## src/hw/rtl/led_strip_segment_painter_top_macros.svh

```systemverilog
// Assertion helpers for the LED strip segment painter.
`ifndef LED_STRIP_SEGMENT_PAINTER_TOP_MACROS_SVH
`define LED_STRIP_SEGMENT_PAINTER_TOP_MACROS_SVH

// Clocked check, off while reset is asserted.
`define LSSP_ASSERT(label, prop, msg) \
    label: assert property (@(posedge aclk) disable iff (!aresetn) (prop)) else $error(msg);

// Clocked check that also holds during reset.
`define LSSP_ASSERT_ALWAYS(label, prop, msg) \
    label: assert property (@(posedge aclk) (prop)) else $error(msg);

`endif

```

## src/hw/rtl/lssp_pkg.sv

```systemverilog
`default_nettype none

package lssp_pkg;

    localparam int NUM_LEDS_DEF     = 32;
    localparam int NUM_SEGMENTS_DEF = 4;

    localparam int COLOUR_W = 24;

    localparam logic [23:0] COLOUR_LINEN    = 24'hFAF0E6;
    localparam logic [23:0] COLOUR_SEASHELL = 24'hFFF5EE;
    localparam logic [23:0] COLOUR_BLACK    = 24'h000000;

    // channel sum at or below this paints by power mode
    localparam int DIM_SUM_LIMIT = 3;

    typedef enum logic [1:0] {
        PWR_ON   = 2'd0,
        PWR_OFF  = 2'd1,
        PWR_HALF = 2'd2,
        PWR_NONE = 2'd3
    } power_t;

    typedef enum logic [1:0] {
        STAT_OK        = 2'd0,
        STAT_BAD_SEG   = 2'd1,
        STAT_NO_ACTION = 2'd2
    } status_t;

    // overwrite each channel whose value is non-negative
    function automatic logic [23:0] apply_channels(
        input logic [23:0]       colour,
        input logic signed [8:0] r,
        input logic signed [8:0] g,
        input logic signed [8:0] b
    );
        logic [23:0] c;
        c = colour;
        if (!r[8]) c[23:16] = r[7:0];
        if (!g[8]) c[15:8]  = g[7:0];
        if (!b[8]) c[7:0]   = b[7:0];
        return c;
    endfunction

endpackage

`default_nettype wire

```

## src/hw/rtl/led_strip_segment_painter_top.sv

```systemverilog
//  channel  direction  handshake          payload
//  s_       in         s_valid / s_ready  segment, red, green, blue, power
//  m_       out        m_valid / m_ready  write_valid, led_index, rgb, status, last
//
//  One request at a time; s_ready is high only when idle.
//  Status-only requests go from accept straight to one result.
//  Painting: each LED takes a RAM read, a modify/write and a result, in that
//  order, as a read-modify-write through the frame buffer RAM port. While
//  m_ready is low the result is held and the next LED waits.
//  Reset: synchronous, active low; per-LED valid bits make the frame buffer
//  read as black right after reset, with no clearing pass.
`default_nettype none

`include "led_strip_segment_painter_top_macros.svh"

module led_strip_segment_painter_top #(
    parameter int NUM_LEDS     = lssp_pkg::NUM_LEDS_DEF,
    parameter int NUM_SEGMENTS = lssp_pkg::NUM_SEGMENTS_DEF
) (
    input  wire logic              aclk,
    input  wire logic              aresetn,

    input  wire logic              s_valid,
    output      logic              s_ready,
    input  wire logic [3:0]        s_segment,
    input  wire logic signed [8:0] s_red,
    input  wire logic signed [8:0] s_green,
    input  wire logic signed [8:0] s_blue,
    input  wire logic [1:0]        s_power,

    output      logic              m_valid,
    input  wire logic              m_ready,
    output      logic              m_write_valid,
    output      logic [5:0]        m_led_index,
    output      logic [7:0]        m_out_red,
    output      logic [7:0]        m_out_green,
    output      logic [7:0]        m_out_blue,
    output      logic [1:0]        m_status,
    output      logic              m_last
);

    localparam int IDX_W = (NUM_LEDS > 1) ? $clog2(NUM_LEDS) : 1;
    localparam int SEG_W = $clog2(NUM_SEGMENTS + 1);
    localparam int SPAN  = NUM_LEDS / NUM_SEGMENTS;
    localparam int CW    = lssp_pkg::COLOUR_W;

    typedef enum logic [3:0] {
        ST_IDLE  = 4'b0001,
        ST_READ  = 4'b0010,
        ST_PAINT = 4'b0100,
        ST_OUT   = 4'b1000
    } state_t;

    state_t state_reg, state_next;

    logic [SEG_W-1:0]      seg_reg;
    logic signed [8:0]     r_reg, g_reg, b_reg;
    lssp_pkg::power_t      power_reg;
    logic                  sum_le_reg;
    logic [IDX_W-1:0]      idx_reg, end_reg;
    logic                  odd_reg;
    logic [CW-1:0]         saved_reg [NUM_SEGMENTS+1];
    logic [NUM_LEDS-1:0]   fb_valid_reg;
    logic                  rd_valid_reg;

    logic                  m_valid_reg, wv_reg, last_reg;
    logic [5:0]            lidx_reg;
    logic [CW-1:0]         col_reg;
    lssp_pkg::status_t     stat_reg;

    logic                  accept;
    logic                  out_take;
    logic                  bad_seg;
    logic [SEG_W-1:0]      seg_in;
    logic signed [10:0]    chan_sum;
    logic                  sum_le;
    logic [IDX_W-1:0]      base_in;
    logic [IDX_W-1:0]      end_in;
    logic [CW-1:0]         fb_rdata;
    logic [CW-1:0]         fb_cur;
    logic [CW-1:0]         paint;

    // no request is taken while reset is asserted
    assign s_ready  = aresetn && (state_reg == ST_IDLE);
    assign accept   = s_valid && s_ready;
    assign out_take = m_valid_reg && m_ready;

    assign bad_seg  = int'(s_segment) > NUM_SEGMENTS;
    assign seg_in   = s_segment[SEG_W-1:0];
    assign chan_sum = 11'(s_red) + 11'(s_green) + 11'(s_blue);
    assign sum_le   = chan_sum <= $signed(11'(lssp_pkg::DIM_SUM_LIMIT));

    always_comb begin
        if (seg_in == '0) begin
            base_in = '0;
            end_in  = IDX_W'(NUM_LEDS - 1);
        end else begin
            base_in = IDX_W'((int'(seg_in) - 1) * SPAN);
            end_in  = IDX_W'(int'(seg_in) * SPAN - 1);
        end
    end

    lssp_ram #(
        .WIDTH(CW),
        .DEPTH(NUM_LEDS)
    ) u_fb (
        .aclk (aclk),
        .we   (state_reg == ST_PAINT),
        .waddr(idx_reg),
        .wdata(paint),
        .re   (state_reg == ST_READ),
        .raddr(idx_reg),
        .rdata(fb_rdata)
    );

    // entries never written since reset read as black
    assign fb_cur = rd_valid_reg ? fb_rdata : lssp_pkg::COLOUR_BLACK;

    always_comb begin
        if (sum_le_reg) begin
            case (power_reg)
                lssp_pkg::PWR_ON:   paint = saved_reg[seg_reg];
                lssp_pkg::PWR_HALF: paint = odd_reg ? saved_reg[seg_reg]
                                                    : lssp_pkg::COLOUR_BLACK;
                default:            paint = lssp_pkg::COLOUR_BLACK;
            endcase
        end else begin
            paint = lssp_pkg::apply_channels(fb_cur, r_reg, g_reg, b_reg);
        end
    end

    always_comb begin
        state_next = state_reg;
        unique case (state_reg)
            ST_IDLE: begin
                if (accept) begin
                    if (bad_seg || (sum_le && s_power == lssp_pkg::PWR_NONE) ||
                        (SPAN == 0 && seg_in != '0)) begin
                        state_next = ST_OUT;
                    end else begin
                        state_next = ST_READ;
                    end
                end
            end
            ST_READ:  state_next = ST_PAINT;
            ST_PAINT: state_next = ST_OUT;
            ST_OUT: begin
                if (out_take) begin
                    state_next = last_reg ? ST_IDLE : ST_READ;
                end
            end
            default:  state_next = ST_IDLE;
        endcase
    end

    always_ff @(posedge aclk) begin
        if (!aresetn) begin
            state_reg    <= ST_IDLE;
            m_valid_reg  <= 1'b0;
            fb_valid_reg <= '0;
            saved_reg[0] <= lssp_pkg::COLOUR_LINEN;
            for (int k = 1; k <= NUM_SEGMENTS; k++) begin
                saved_reg[k] <= lssp_pkg::COLOUR_SEASHELL;
            end
        end else begin
            state_reg <= state_next;
            if (accept && !bad_seg) begin
                saved_reg[seg_in] <= lssp_pkg::apply_channels(saved_reg[seg_in],
                                                               s_red, s_green, s_blue);
            end
            if (state_reg == ST_PAINT) begin
                fb_valid_reg[idx_reg] <= 1'b1;
            end
            if (state_next == ST_OUT && state_reg != ST_OUT) begin
                m_valid_reg <= 1'b1;
            end else if (out_take) begin
                m_valid_reg <= 1'b0;
            end
        end
    end

    // request context and result payload
    always_ff @(posedge aclk) begin
        if (state_reg == ST_READ) begin
            rd_valid_reg <= fb_valid_reg[idx_reg];
        end
        if (accept) begin
            seg_reg    <= seg_in;
            r_reg      <= s_red;
            g_reg      <= s_green;
            b_reg      <= s_blue;
            power_reg  <= lssp_pkg::power_t'(s_power);
            sum_le_reg <= sum_le;
            idx_reg    <= base_in;
            end_reg    <= end_in;
            odd_reg    <= 1'b0;
            wv_reg     <= 1'b0;
            lidx_reg   <= '0;
            col_reg    <= '0;
            last_reg   <= 1'b1;
            if (bad_seg) begin
                stat_reg <= lssp_pkg::STAT_BAD_SEG;
            end else if (sum_le && s_power == lssp_pkg::PWR_NONE) begin
                stat_reg <= lssp_pkg::STAT_NO_ACTION;
            end else begin
                stat_reg <= lssp_pkg::STAT_OK;
            end
        end
        if (state_reg == ST_PAINT) begin
            wv_reg   <= 1'b1;
            lidx_reg <= 6'(idx_reg);
            col_reg  <= paint;
            stat_reg <= lssp_pkg::STAT_OK;
            last_reg <= (idx_reg == end_reg);
        end
        if (state_reg == ST_OUT && out_take && !last_reg) begin
            idx_reg <= idx_reg + 1'b1;
            odd_reg <= !odd_reg;
        end
    end

    assign m_valid       = m_valid_reg;
    assign m_write_valid = wv_reg;
    assign m_led_index   = lidx_reg;
    assign m_out_red     = col_reg[23:16];
    assign m_out_green   = col_reg[15:8];
    assign m_out_blue    = col_reg[7:0];
    assign m_status      = stat_reg;
    assign m_last        = last_reg;

    `LSSP_ASSERT(a_idle_no_result, s_ready |-> !m_valid, "result pending while idle")
    `LSSP_ASSERT(a_last_to_idle, (m_valid && m_ready && m_last) |=> s_ready,
        "not idle after final result")
    `LSSP_ASSERT(a_write_ok, (m_valid && m_write_valid) |-> (m_status == lssp_pkg::STAT_OK),
        "LED write with error status")
    `LSSP_ASSERT(a_status_last, (m_valid && !m_write_valid) |-> m_last,
        "status-only result not marked last")
    `LSSP_ASSERT(a_index_range, (m_valid && m_write_valid) |-> (int'(m_led_index) < NUM_LEDS),
        "LED index beyond strip")

endmodule

`default_nettype wire

```

## src/hw/rtl/lssp_ram.sv

```systemverilog
`default_nettype none

module lssp_ram #(
    parameter  int WIDTH  = 24,
    parameter  int DEPTH  = 32,
    localparam int ADDR_W = (DEPTH > 1) ? $clog2(DEPTH) : 1
) (
    input  wire logic                    aclk,
    input  wire logic                    we,
    input  wire logic [ADDR_W-1:0]       waddr,
    input  wire logic [WIDTH-1:0]        wdata,
    input  wire logic                    re,
    input  wire logic [ADDR_W-1:0]       raddr,
    output      logic [WIDTH-1:0]        rdata
);

    logic [WIDTH-1:0] mem [DEPTH];

    always_ff @(posedge aclk) begin
        if (we) begin
            mem[waddr] <= wdata;
        end
        if (re) begin
            rdata <= mem[raddr];
        end
    end

endmodule

`default_nettype wire

```

## config.mk

```make
export PLATFORM = sky130hd
export DESIGN_NAME = led_strip_segment_painter_top
export DESIGN_NICKNAME = d
export VERILOG_FILES = /design/src/hw/rtl/lssp_pkg.sv /design/src/hw/rtl/led_strip_segment_painter_top.sv /design/src/hw/rtl/lssp_ram.sv
export VERILOG_INCLUDE_DIRS = /design/src /design/src/hw/rtl
export SDC_FILE = /design/constraint.sdc
export NUM_CORES = 1
export LEC_CHECK = 0
export BUFFER_PORTS_ARGS = -buffer_cell sky130_fd_sc_hd__buf_2
export CAP_MARGIN = 20
export CORE_ASPECT_RATIO = 0.5
export CORE_MARGIN = 2
export CORE_UTILIZATION = 36
export CTS_BUF_LIST = sky130_fd_sc_hd__clkbuf_2
export DETAILED_ROUTE_END_ITERATION = 10
export GPL_TIMING_DRIVEN = 0
export SYNTH_ARGS = -nofsm -noshare
export SYNTH_HDL_FRONTEND = slang
export SYNTH_SLANG_ARGS = --single-unit
export TNS_END_PERCENT = 1
```

## constraint.sdc

```tcl
create_clock -name aclk -period 4.5 [get_ports aclk]
set_input_delay 0.9 -clock aclk [delete_from_list [all_inputs] [get_ports aclk]]
set_output_delay 0.9 -clock aclk [all_outputs]
set_load 0.03 [all_outputs]
```

==> metrics <==
share of layout cells above drive strength 1 0.3450; synthesized area per cell around 20 um2; remaining antenna violation count 0; number of H-tree branching levels 5; required time of the critical path between 5 and 6 ns; net switching power figure slightly below 5000 uW; min Tclk post-route 3.948 ns; maximum fanout encountered on the critical timing path 16; worst hold path type primary input to flop; fin nets about 2700; number of cell rows 89; combinational cell fraction of total power 0.080; net count after synthesis roughly 2200; critical path data arrival time roughly 5.3 ns; sort of element at the start of the critical path flop; post-route clock period utilization 0.8773; Skew-Pair Late Insertion Delay 1.53 ns; number of flip-flops under the largest register name 768; Clock Power Share 0.331; total setup violations reported at the end of the flow 0; routability-driven placement congestion ratio 0.8621; via count of the first global-routing pass between 20000 and 25000; CTS Buffer Depth 4; leading cell type in the layout, fill and taps excluded sky130_fd_sc_hd__edfxtp_1; largest net degree at the start of global routing 39; total clock sinks 1099; number of filler cells placed in the layout 10510; Achievable Freq about 250 MHz; number of enable-type register cells in the synthesized netlist about 1100; clock tree from TritonCTS built; Die Ht around 250 um; synth warn 0; endpoints failing hold 0; input/output buffers 71; library cells used by synthesis 59; first drt pass iteration count 7; predominant post-synthesis flop cell sky130_fd_sc_hd__edfxtp_1; sequential group share of total power 0.589; initial cell density of the core 0.3644; number of pins with negative max-slew slack in the final report 0; initial antenna violation count 3; synthesis-to-finish area growth 15.55%; setup repair after global routing missed its margin no; total number of vias roughly 24000; status complete, no violations; kind of end point of the critical path flop; number of instances in the synthesized netlist around 2100; PwrDens about 390 nW/um2; clock buffers created by TritonCTS about 280; wire length of the first global-routing pass 169700 um; DRC violation total after the first TritonRoute iteration 2877; cell-internal power 14430 uW; static leakage around 0.016 uW; Crit Path Class flop to flop; netlist area before placement approximately 43000 um2; Chip Width around 490 um; transition time of the tightest slew-check pin approximately 1.1 ns; vias per inst 5.420; number of top-level pins between 70 and 80; average wire length per cell after detail routing 27.13 um; Yosys reg bits 1099; worst clock skew between 0.1 and 0.15 ns; remaining global-route overflow 0; commonest non-fill, non-tap cells in the layout sky130_fd_sc_hd__edfxtp_1 (1056), sky130_fd_sc_hd__clkbuf_2 (412), sky130_fd_sc_hd__mux4_2 (248); post-cts resize count 0; Final Util 0.4211; net switching share of the total power 0.2562; wire length after detailed routing 119000 um; count of maximum capacitance violations 0; clock edge transition at the registers on the reported setup and hold paths ~0.11 ns; sequential fraction of the synthesis area 0.7551; total power of the final layout ~19000 uW; maximum vdd drop about 230 uV; Placeable Area between 100000 and 150000 um2; aggregate global-route resource usage 0.1939; Post-synth ARST share 0; Post-DP HPWL 79530 um; relative max-transition margin 0.2811; Residual DRC 0; clock root buffer master sky130_fd_sc_hd__clkbuf_2; area of the die between 100000 and 150000 um2
==> power by group through the flow <==
stage                     registers, uW  logic (uW)  clock network, uW
after CTS                         11400        1550               6580
after global routing              11400        1650               7090
after global placement            11700        1350                  0
final                             11400        1560               6420
after floorplan                   11700         794                  0
after detailed placement          11700        1510                  0
==> cell type report <==
type                    count  area (um2)  share of cell area
repair buffers            179        1957             0.03926
flip-flops and latches   1099       32570              0.6535
clock inverters            52       251.5            0.005046
diodes                      4       10.01           0.0002008
clock buffers             412        2062             0.04137
inverters                  22       82.58            0.001657
multi-input cells         914       10420              0.2090
plain buffers             113       499.2             0.01002
well taps                1592        1992             0.03996
==> routing by layer <==
| metal | global-route usage | wire length, um |
|---|---|---|
| met4 | 0.07502 | 3281 |
| met5 | 0 | 0 |
| met2 | 0.2977 | 55370 |
| met1 | 0.2611 | 48650 |
| met3 | 0.05573 | 11730 |
==> Yosys cell counts, drive strengths merged (2+ instances only) <==
library cell     n  area [um2]
nand2           49       186.4
and3b            2       17.52
nand2b          39       244.0
a21oi           32       175.2
inv             22       82.58
nor4             2       27.53
edfxtp        1056       31710
o21a            32       240.2
a31oi            5       31.28
fa              10       200.2
nand3b           4       30.03
a2111oi          2       17.52
ha              15       187.7
or2             48       300.3
and3             5       31.28
xnor2            2       17.52
nand3           39       200.2
a21o             6       45.04
clkbuf          71       266.5
o22ai           25       156.4
buf             42       232.7
xor2             5       43.79
nor3b            4       30.03
mux4           248        5585
nor2            72       270.3
and2            46       287.8
dfxtp           43       860.8
nor3             8       40.04
a221oi           2       17.52
or3              2       12.51
a22oi          101       758.2
o21ai           12       60.06
nor2b           30       225.2
nand4           29       181.4
mux2i           25       250.2
==> worst paths after layout <==
path	from	endpoint	slack, ns	cells after the start
worst max-delay path	idx_reg[1]$_SDFFCE_PN0P_	fb_valid_reg[5]$_SDFFE_PN0P_	0.55	8
worst min-delay path	s_blue[1]	saved_reg[5][1]$_DFFE_PP_	0.28	2
worst min register to register	m_write_valid$_SDFFE_PP1P_	m_write_valid$_SDFFE_PP1P_	0.46	2
worst max register to register	idx_reg[1]$_SDFFCE_PN0P_	fb_valid_reg[5]$_SDFFE_PN0P_	0.55	8
==> per-stage QoR <==
stage	std cells	TNS, ns	setup WS (ns)	area [um2]	hold slack [ns]
after floorplan	2148	0	0.8375	43130	0.4163
after global placement	3811	-375.44	-0.9866	45480	0.4404
after detailed placement	3875	0	0.1446	47080	0.4408
after CTS	4382	0	0.6158	49820	0.008604
after global routing	4386	0	0.4720	49840	0.1461
final	4387	0	0.5522	49840	0.2764
==> worst max-delay path, cell delays in order, from the launching register on <==
cell                       delay, ns
sky130_fd_sc_hd__edfxtp_1       0.56
sky130_fd_sc_hd__clkbuf_1       0.65
sky130_fd_sc_hd__clkbuf_1       0.76
sky130_fd_sc_hd__inv_1          0.20
sky130_fd_sc_hd__ha_1           0.25
sky130_fd_sc_hd__nand2_1        0.64
sky130_fd_sc_hd__nor2_4         0.29
sky130_fd_sc_hd__buf_16         0.26
sky130_fd_sc_hd__o21a_1         0.18
==> cells by family after synthesis <==
family | share of synthesized area
other cells | 0.00008694
fa+ha+maj | 0.008992
flops | 0.7551
mux | 0.1353
xor+xnor | 0.001421
simple gates | 0.04894
compound gates | 0.03664
buf+inv | 0.01349
==> repair_timing <==
action / CTS / global route
setup buffers: 0 / 0
hold buffers: 43 / 0
hold endpoints to repair: 274 / 0
No activity file was read; power rests on OpenSTA's default activity.
